$ cat config.mk
export PLATFORM = sky130hd
export DESIGN_NAME = utf8_to_utf16_strict_decoder_top
export DESIGN_NICKNAME = d
export VERILOG_FILES = /design/src/u8u16_pkg.sv /design/src/u8u16_dec.sv /design/src/utf8_to_utf16_strict_decoder_top.sv
export SDC_FILE = /design/constraint.sdc
export NUM_CORES = 1
export LEC_CHECK = 0
export ABC_AREA = 1
export BUFFER_PORTS_ARGS = -buffer_cell sky130_fd_sc_hd__buf_2
export CORE_UTILIZATION = 58
export DETAILED_ROUTE_END_ITERATION = 7
export PLACE_DENSITY = 0.77
export SLEW_MARGIN = 20
export SYNTH_ARGS = -nofsm -noshare
export SYNTH_HDL_FRONTEND = slang
export SYNTH_SLANG_ARGS = --single-unit
$ cat constraint.sdc
create_clock -name i_clk -period 7.42 [get_ports i_clk]
set_input_delay 1.855 -clock i_clk [delete_from_list [all_inputs] [get_ports i_clk]]
set_output_delay 1.855 -clock i_clk [all_outputs]
set_load 0.01 [all_outputs]
$ cat src/u8u16_pkg.sv
package u8u16_pkg;

    localparam int unsigned DATA_W  = 8;
    localparam int unsigned CP_W    = 21;
    localparam int unsigned UNIT_W  = 16;
    localparam int unsigned TDATA_W = 64;

    localparam logic [CP_W-1:0]   CP_MAX      = 21'h10FFFF;
    localparam logic [CP_W-1:0]   SURR_LO     = 21'h00D800;
    localparam logic [CP_W-1:0]   SURR_HI     = 21'h00DFFF;
    localparam logic [CP_W-1:0]   SUPP_BASE   = 21'h010000;
    localparam logic [CP_W-1:0]   MIN_2BYTE   = 21'h000080;
    localparam logic [CP_W-1:0]   MIN_3BYTE   = 21'h000800;
    localparam logic [UNIT_W-1:0] HIGH_SURR   = 16'hD800;
    localparam logic [UNIT_W-1:0] LOW_SURR    = 16'hDC00;

    typedef enum logic [1:0] {
        KIND_POINT = 2'd0,
        KIND_ERROR = 2'd1,
        KIND_CLOSE = 2'd2
    } t_kind;

    typedef enum logic [2:0] {
        ERR_LEAD      = 3'd0,
        ERR_CONT      = 3'd1,
        ERR_TRUNC     = 3'd2,
        ERR_OVERLONG  = 3'd3,
        ERR_SURROGATE = 3'd4,
        ERR_RANGE     = 3'd5
    } t_err;

    typedef struct packed {
        logic [1:0]      remaining;
        logic [1:0]      seq_len;
        logic [CP_W-1:0] acc;
        logic            err_latched;
    } t_seq_state;

    typedef struct packed {
        t_kind             kind;
        logic [CP_W-1:0]   code_point;
        logic [UNIT_W-1:0] first_unit;
        logic [UNIT_W-1:0] second_unit;
        logic              unit_pair;
        t_err              error_code;
        logic              last;
    } t_result;

endpackage

$ cat src/u8u16_dec.sv
module u8u16_dec
    import u8u16_pkg::*;
(
    input  logic [DATA_W-1:0] i_byte,
    input  logic              i_end,
    input  t_seq_state        i_state,
    output t_seq_state        o_state,
    output logic              o_produce,
    output t_result           o_result
);

    localparam t_seq_state IDLE_STATE = '{remaining: 2'd0, seq_len: 2'd0,
                                         acc: '0, err_latched: 1'b0};

    function automatic t_result make_point(input logic [CP_W-1:0] cp, input logic last);
        t_result         r;
        logic [CP_W-1:0] adj;
        r            = '0;
        adj          = cp - SUPP_BASE;
        r.kind       = KIND_POINT;
        r.code_point = cp;
        r.last       = last;
        if (cp < SUPP_BASE) begin
            r.first_unit = cp[UNIT_W-1:0];
        end else begin
            r.first_unit  = HIGH_SURR + {6'd0, adj[19:10]};
            r.second_unit = LOW_SURR + {6'd0, adj[9:0]};
            r.unit_pair   = 1'b1;
        end
        return r;
    endfunction

    function automatic t_result make_error(input t_err code, input logic last);
        t_result r;
        r            = '0;
        r.kind       = KIND_ERROR;
        r.error_code = code;
        r.last       = last;
        return r;
    endfunction

    logic [CP_W-1:0] acc_next;
    logic [1:0]      rem_next;
    logic            cont_ok;
    logic            overlong;

    assign acc_next = {i_state.acc[14:0], i_byte[5:0]};
    assign rem_next = i_state.remaining - 2'd1;
    assign cont_ok  = (i_byte[7:6] == 2'b10);
    assign overlong = (i_state.seq_len == 2'd1 && acc_next < MIN_2BYTE) ||
                      (i_state.seq_len == 2'd2 && acc_next < MIN_3BYTE) ||
                      (i_state.seq_len == 2'd3 && acc_next < SUPP_BASE);

    always_comb begin
        o_state   = i_state;
        o_produce = 1'b0;
        o_result  = '0;
        if (i_state.err_latched) begin
            if (i_end) begin
                o_produce     = 1'b1;
                o_result.kind = KIND_CLOSE;
                o_result.last = 1'b1;
                o_state       = IDLE_STATE;
            end
        end else if (i_state.remaining == 2'd0) begin
            priority if (i_byte[7] == 1'b0) begin
                o_produce = 1'b1;
                o_result  = make_point({13'd0, i_byte}, i_end);
                o_state   = IDLE_STATE;
            end else if (i_byte[7:5] == 3'b110 || i_byte[7:4] == 4'b1110 ||
                         i_byte[7:3] == 5'b11110) begin
                if (i_end) begin
                    // multi-byte lead on the closing byte
                    o_produce = 1'b1;
                    o_result  = make_error(ERR_TRUNC, 1'b1);
                    o_state   = IDLE_STATE;
                end else if (i_byte[5] == 1'b0) begin
                    o_state.seq_len   = 2'd1;
                    o_state.remaining = 2'd1;
                    o_state.acc       = {16'd0, i_byte[4:0]};
                end else if (i_byte[4] == 1'b0) begin
                    o_state.seq_len   = 2'd2;
                    o_state.remaining = 2'd2;
                    o_state.acc       = {17'd0, i_byte[3:0]};
                end else begin
                    o_state.seq_len   = 2'd3;
                    o_state.remaining = 2'd3;
                    o_state.acc       = {18'd0, i_byte[2:0]};
                end
            end else begin
                o_produce             = 1'b1;
                o_result              = make_error(ERR_LEAD, i_end);
                o_state               = IDLE_STATE;
                o_state.err_latched   = ~i_end;
            end
        end else if (i_end && i_state.remaining > 2'd1) begin
            o_produce = 1'b1;
            o_result  = make_error(ERR_TRUNC, 1'b1);
            o_state   = IDLE_STATE;
        end else if (!cont_ok) begin
            o_produce           = 1'b1;
            o_result            = make_error(ERR_CONT, i_end);
            o_state             = IDLE_STATE;
            o_state.err_latched = ~i_end;
        end else if (rem_next != 2'd0) begin
            o_state.acc       = acc_next;
            o_state.remaining = rem_next;
        end else begin
            o_produce           = 1'b1;
            o_state             = IDLE_STATE;
            priority if (overlong) begin
                o_result            = make_error(ERR_OVERLONG, i_end);
                o_state.err_latched = ~i_end;
            end else if (acc_next >= SURR_LO && acc_next <= SURR_HI) begin
                o_result            = make_error(ERR_SURROGATE, i_end);
                o_state.err_latched = ~i_end;
            end else if (acc_next > CP_MAX) begin
                o_result            = make_error(ERR_RANGE, i_end);
                o_state.err_latched = ~i_end;
            end else begin
                o_result = make_point(acc_next, i_end);
            end
        end
    end

endmodule

$ cat src/utf8_to_utf16_strict_decoder_top.sv
// Channel  | Dir | Handshake              | Payload
// s_axis   | in  | tvalid/tready          | tdata[7:0] data_byte, tlast string_end
// m_axis   | out | tvalid/tready          | tdata code_point..error_code, tuser result_kind,
//          |     |                        | tlast last_of_string
//
// One byte per cycle while the skid entry is empty; each result is registered.
// Sequence state updates in the same cycle the byte is taken; decode is one level deep.
// Output register plus one skid entry: input stalls only while the skid entry is full.
// i_rst_n is synchronous, active low, and clears sequence state and both result slots.
module utf8_to_utf16_strict_decoder_top
    import u8u16_pkg::*;
(
    input  logic               i_clk,
    input  logic               i_rst_n,
    input  logic               i_s_axis_tvalid,
    output logic               o_s_axis_tready,
    input  logic [DATA_W-1:0]  i_s_axis_tdata,   // [7:0] data_byte
    input  logic               i_s_axis_tlast,   // string_end
    output logic               o_m_axis_tvalid,
    input  logic               i_m_axis_tready,
    output logic [TDATA_W-1:0] o_m_axis_tdata,   // [20:0] code_point, [36:21] first_unit,
                                                 // [52:37] second_unit, [53] unit_pair,
                                                 // [56:54] error_code, [63:57] zero
    output logic [1:0]         o_m_axis_tuser,   // [1:0] result_kind
    output logic               o_m_axis_tlast    // last_of_string
);

    t_seq_state r_seq;
    t_seq_state n_seq;
    t_result    n_res;
    logic       n_produce;
    t_result    r_out;
    logic       r_out_valid;
    t_result    r_skd;
    logic       r_skd_valid;
    logic       in_req;
    logic       out_pop;

    assign o_s_axis_tready = ~r_skd_valid;
    assign in_req          = i_s_axis_tvalid & ~r_skd_valid;
    assign out_pop         = r_out_valid & i_m_axis_tready;

    u8u16_dec u_dec (
        .i_byte    (i_s_axis_tdata),
        .i_end     (i_s_axis_tlast),
        .i_state   (r_seq),
        .o_state   (n_seq),
        .o_produce (n_produce),
        .o_result  (n_res)
    );

    always_ff @(posedge i_clk) begin
        if (!i_rst_n) begin
            r_seq <= '0;
        end else if (in_req) begin
            r_seq <= n_seq;
        end
    end

    always_ff @(posedge i_clk) begin
        if (!i_rst_n) begin
            r_out_valid <= 1'b0;
            r_skd_valid <= 1'b0;
        end else if (out_pop || !r_out_valid) begin
            if (r_skd_valid) begin
                r_out_valid <= 1'b1;
                r_skd_valid <= 1'b0;
            end else begin
                r_out_valid <= in_req & n_produce;
            end
        end else if (in_req && n_produce) begin
            r_skd_valid <= 1'b1;
        end
    end

    always_ff @(posedge i_clk) begin
        if (out_pop || !r_out_valid) begin
            if (r_skd_valid) begin
                r_out <= r_skd;
            end else if (in_req && n_produce) begin
                r_out <= n_res;
            end
        end else if (in_req && n_produce) begin
            r_skd <= n_res;
        end
    end

    assign o_m_axis_tvalid = r_out_valid;
    assign o_m_axis_tuser  = r_out.kind;
    assign o_m_axis_tlast  = r_out.last;
    assign o_m_axis_tdata  = {7'd0, r_out.error_code, r_out.unit_pair, r_out.second_unit,
                              r_out.first_unit, r_out.code_point};

    a_skid_needs_out: assert property (@(posedge i_clk) disable iff (!i_rst_n)
        r_skd_valid |-> r_out_valid)
        else $error("skid entry holds a result while output slot is empty");

    a_close_is_last: assert property (@(posedge i_clk) disable iff (!i_rst_n)
        (r_out_valid && r_out.kind == KIND_CLOSE) |-> r_out.last)
        else $error("closing result without end-of-string mark");

    a_error_no_payload: assert property (@(posedge i_clk) disable iff (!i_rst_n)
        (r_out_valid && r_out.kind == KIND_ERROR) |->
        (r_out.code_point == '0 && r_out.unit_pair == 1'b0))
        else $error("error result carries a code point");

    a_pair_is_supp: assert property (@(posedge i_clk) disable iff (!i_rst_n)
        (r_out_valid && r_out.unit_pair) |->
        (r_out.code_point >= SUPP_BASE && r_out.code_point <= CP_MAX))
        else $error("surrogate pair for a BMP or out-of-range value");

endmodule

==> metrics.log <==
INFO  metric run_status = finished clean
INFO  metric num_rows = 37
INFO  metric clkLatencyLatePin = roughly 520 ps
INFO  metric critical_path.endpoint_type = register
INFO  metric critPathLaunchType = primary input
INFO  metric syn_inst = 648
INFO  metric worst-setup-path-type = primary input to register
INFO  metric worst_path_largest_cell_delay = 530 ps
INFO  metric layout-drive-gt1-share = 0.226
INFO  metric detail-route-antenna-nets = 0
INFO  metric synth_most_common_cell = sky130_fd_sc_hd__nand2_1
INFO  metric die-area = 11200 µm²
INFO  metric holdPathEnd = o_m_axis_tdata[40]
INFO  metric worst_setup_hold_path_clk_slew = 60 ps
INFO  metric routed-via-count = about 4600
INFO  metric timing.max_slew.rel_slack = 0.515
INFO  metric rr_endpoint = o_m_axis_tdata[10]
INFO  metric depth_of_the_most_critical_reg_to_reg_path = 8
INFO  metric layout_worst_path_cycle_share = 0.504
INFO  metric leakagePower = 2.95 nW
INFO  metric timing.fmax = 267 MHz
INFO  metric netlist_top_cells_area = sky130_fd_sc_hd__edfxtp_1 52%, sky130_fd_sc_hd__nand2_1 13%, sky130_fd_sc_hd__dfxtp_1 7.0%
INFO  metric remaining_drcs = 0
INFO  metric critical_path.n_buffers_inverters = 3
INFO  metric route.detailed.wl_per_inst = 15.8 µm
INFO  metric max-clock-path-buffers = 2
INFO  metric yosys.area.top_type = sky130_fd_sc_hd__edfxtp_1
INFO  metric post-route-worst-setup-slack = between 3000 and 4000 ps
INFO  metric placement.cell_area = 6660 µm²
INFO  metric worstHoldPathCells = 2
INFO  metric cts-buffers-inserted = 17
INFO  metric pre_cts_ws = 3150 ps
INFO  metric ys_async_sr_fraction = 0
INFO  metric timing.hold.ws = 518 ps
INFO  metric worstPathArrival = 3900 ps
INFO  metric port_buffers = 73
INFO  metric crit-reg2reg-launch = r_skd_valid
INFO  metric multi_input_gate_area = 2180 µm²
INFO  metric layout_min_cycle_time = 3740 ps
INFO  metric initial_core_util = 0.601
INFO  metric path_cells = buf_2, nand2_1, nor2_1, nor2_1, inv_1, nor2_1, nor2_1, o21ai_0, a21oi_4, buf_4
INFO  metric fin_area = 7270 µm²
INFO  metric pin_count = 82
INFO  metric floorplan.core_area = around 10000 µm²
INFO  metric die_x = 106 µm
INFO  metric area_delta_synth_final = 16.1%
INFO  metric synthDominantCellAreaShare = 0.518
INFO  metric grt_pass1_wl = approximately 22 mm
INFO  metric yosys_register_bits = between 100 and 150
INFO  metric number_of_iterations_in_the_first_detailed_routing_pass = 7
INFO  metric footprint_of_the_flip_flops_and_latches = 3680 µm²
INFO  metric grt-ovfl-total = 0
INFO  metric min-delay-start = r_skd[8]
INFO  metric warning_count_from_the_yosys_run = 0
INFO  metric cts.repair_timing.setup_buffer_count = 0
INFO  metric detail_route.vias_per_cell = 5.34
INFO  metric diodes = 0
INFO  metric routed_wirelength = 13.6 mm
INFO  metric holdBufCountCts = 0
INFO  metric timing.critical_path.max_delay_family = buffers and inverters
INFO  metric worstPathMaxFanout = 54
INFO  metric fillers = 803
INFO  metric report.final.setup_viol = 0
INFO  metric synth_top_cells_by_count = 217 x sky130_fd_sc_hd__nand2_1, 108 x sky130_fd_sc_hd__edfxtp_1, 57 x sky130_fd_sc_hd__inv_1
INFO  metric cts_num_sinks = 130
INFO  metric finalNonFillerCells = 863
INFO  metric placed_insts = 832
INFO  metric grt_max_degree = between 60 and 70
INFO  metric grt_pass1_vias = 4446
INFO  metric worst_hold_path_type = register to register
INFO  metric cpMostUsedCell = sky130_fd_sc_hd__nor2_1
INFO  metric synth.yosys.seq_area_share = 0.588
INFO  metric drt_iter0_drc = 340
INFO  metric rsz_0062_raised_after_global_routing = no
INFO  metric r2r_setup_slack = 4070 ps
INFO  metric final_hold_viol_count = 0
INFO  metric syn-mean-instance-area = 9.66 µm²
INFO  metric detailed_placement_hpwl = between 9 and 10 mm
INFO  metric synth_edf_count = 108
INFO  metric timing_worst_slew_pin_value = 727 ps
INFO  metric slowest_stage = sky130_fd_sc_hd__buf_4
INFO  metric fin_setup_tns = 0 ps
INFO  metric syn-cell-area = 6260 µm²
INFO  metric fin_worst_skew = between 8 and 9 ps
INFO  metric gr-usage-all-layers = 0.265
INFO  metric gp_routability_congestion = ~0.86
INFO  metric synth_cell_type_count = 40
INFO  metric post-layout-total-power = 1.83 mW
INFO  metric postSynth.topFlopCell = sky130_fd_sc_hd__edfxtp_1
INFO  metric clk_root_buffer_cell = sky130_fd_sc_hd__clkbuf_8
INFO  metric antenna_violations_before_repair = 0
INFO  metric h-tree-depth = 4
INFO  metric vdd_ir_drop_max = 0.159 mV
INFO  metric layout.core_utilization = 0.698
INFO  metric timing_max_transition_violations_final = 0
INFO  metric design.final.nets = 733
INFO  metric die_height = about 110 µm
INFO  metric cts_tree = yes
INFO  metric maxCapViolations = 0
INFO  metric cts_resized = 0
INFO  metric cp.required = 7580 ps
INFO  metric power-per-cell-area = 252 nW/µm²
[power by group]
part,switching (mW),internal (mW)
Combinational,0.0967,0.0414
Clock,0.309,0.543
Sequential,0.0107,0.832
[worst max-delay path by stage]
| stage | to | depth (start not counted) | slack (ps) | start |
|---|---|---|---|---|
| after floorplan | o_m_axis_tdata[0] | 8 | 1700 | i_s_axis_tlast |
| after global placement | r_skd[53] | 10 | 3240 | i_s_axis_tlast |
| after detailed placement | o_m_axis_tdata[32] | 10 | 3150 | i_s_axis_tlast |
| after CTS | o_m_axis_tdata[56] | 10 | 3690 | i_s_axis_tlast |
| after global routing | o_m_axis_tdata[10] | 10 | 3510 | i_s_axis_tlast |
| final | o_m_axis_tdata[10] | 10 | 3680 | i_s_axis_tlast |
[kinds of logic after synthesis]
logic type | Yosys count | share of synthesized area
AND/OR/NAND/NOR | 346 | 0.270
flip-flops | 130 | 0.588
buffers and inverters | 98 | 0.0713
AO/OA/AOI/OAI | 67 | 0.0586
adder cells (fa/ha/maj) | 5 | 0.00999
XOR/XNOR | 1 | 0.00140
other | 1 | 0.000599
[cells in the final DEF, fill, tap and decap left out, types with 2 or more instances in the layout]
cell type,instances
sky130_fd_sc_hd__a21boi_1,2
sky130_fd_sc_hd__a21oi_1,30
sky130_fd_sc_hd__a31oi_1,3
sky130_fd_sc_hd__and2_1,3
sky130_fd_sc_hd__buf_2,73
sky130_fd_sc_hd__buf_4,4
sky130_fd_sc_hd__bufinv_16,4
sky130_fd_sc_hd__clkbuf_16,16
sky130_fd_sc_hd__clkinv_1,4
sky130_fd_sc_hd__clkinv_4,3
sky130_fd_sc_hd__conb_1,8
sky130_fd_sc_hd__dfxtp_1,21
sky130_fd_sc_hd__edfxtp_1,108
sky130_fd_sc_hd__ha_1,5
sky130_fd_sc_hd__inv_1,57
sky130_fd_sc_hd__inv_2,3
sky130_fd_sc_hd__inv_6,2
sky130_fd_sc_hd__nand2_1,217
sky130_fd_sc_hd__nand2_2,6
sky130_fd_sc_hd__nand2_4,3
sky130_fd_sc_hd__nand3_1,22
sky130_fd_sc_hd__nand3b_1,2
sky130_fd_sc_hd__nand4_1,3
sky130_fd_sc_hd__nor2_1,43
sky130_fd_sc_hd__nor2_2,6
sky130_fd_sc_hd__nor2_4,31
sky130_fd_sc_hd__nor3_1,3
sky130_fd_sc_hd__nor3_2,3
sky130_fd_sc_hd__o211ai_1,4
sky130_fd_sc_hd__o21ai_0,19
sky130_fd_sc_hd__o21ai_1,4
[per-layer routing]
layer / track usage / vias to the layer above / share of wire
met5: 0 / - / 0
met4: 0.0992 / 0 / 0.013
met3: 0.0503 / 13 / 0.062
met2: 0.420 / 187 / 0.48
met1: 0.364 / 2173 / 0.44
li1: - / 2236 / -
[registers in the layout (all words and copies together), names as in the netlist]
| register | cells |
|---|---|
| r_seq | 20 |
| r_skd | 54 |
| o_m_axis_tdata | 51 |
| o_m_axis_tuser | 2 |
| o_m_axis_tvalid | 1 |
| o_m_axis_tlast | 1 |
| r_skd_valid | 1 |
[area by class of cell]
type,instances,area share
Clock buffer,17,0.0570
Timing Repair Buffer,77,0.0544
Inverter,62,0.0324
Clock inverter,14,0.0258
Multi-Input combinational cell,427,0.300
Sequential cell,130,0.507
Tap cell,136,0.0234
[tightest hold or removal path, delay by kind of cell (launching register included)]
family / cells / cell delay, ps
and+or+nand+nor: 2 / 100
DFF: 1 / 320
Note: power is estimated with default switching activity, not from simulation.
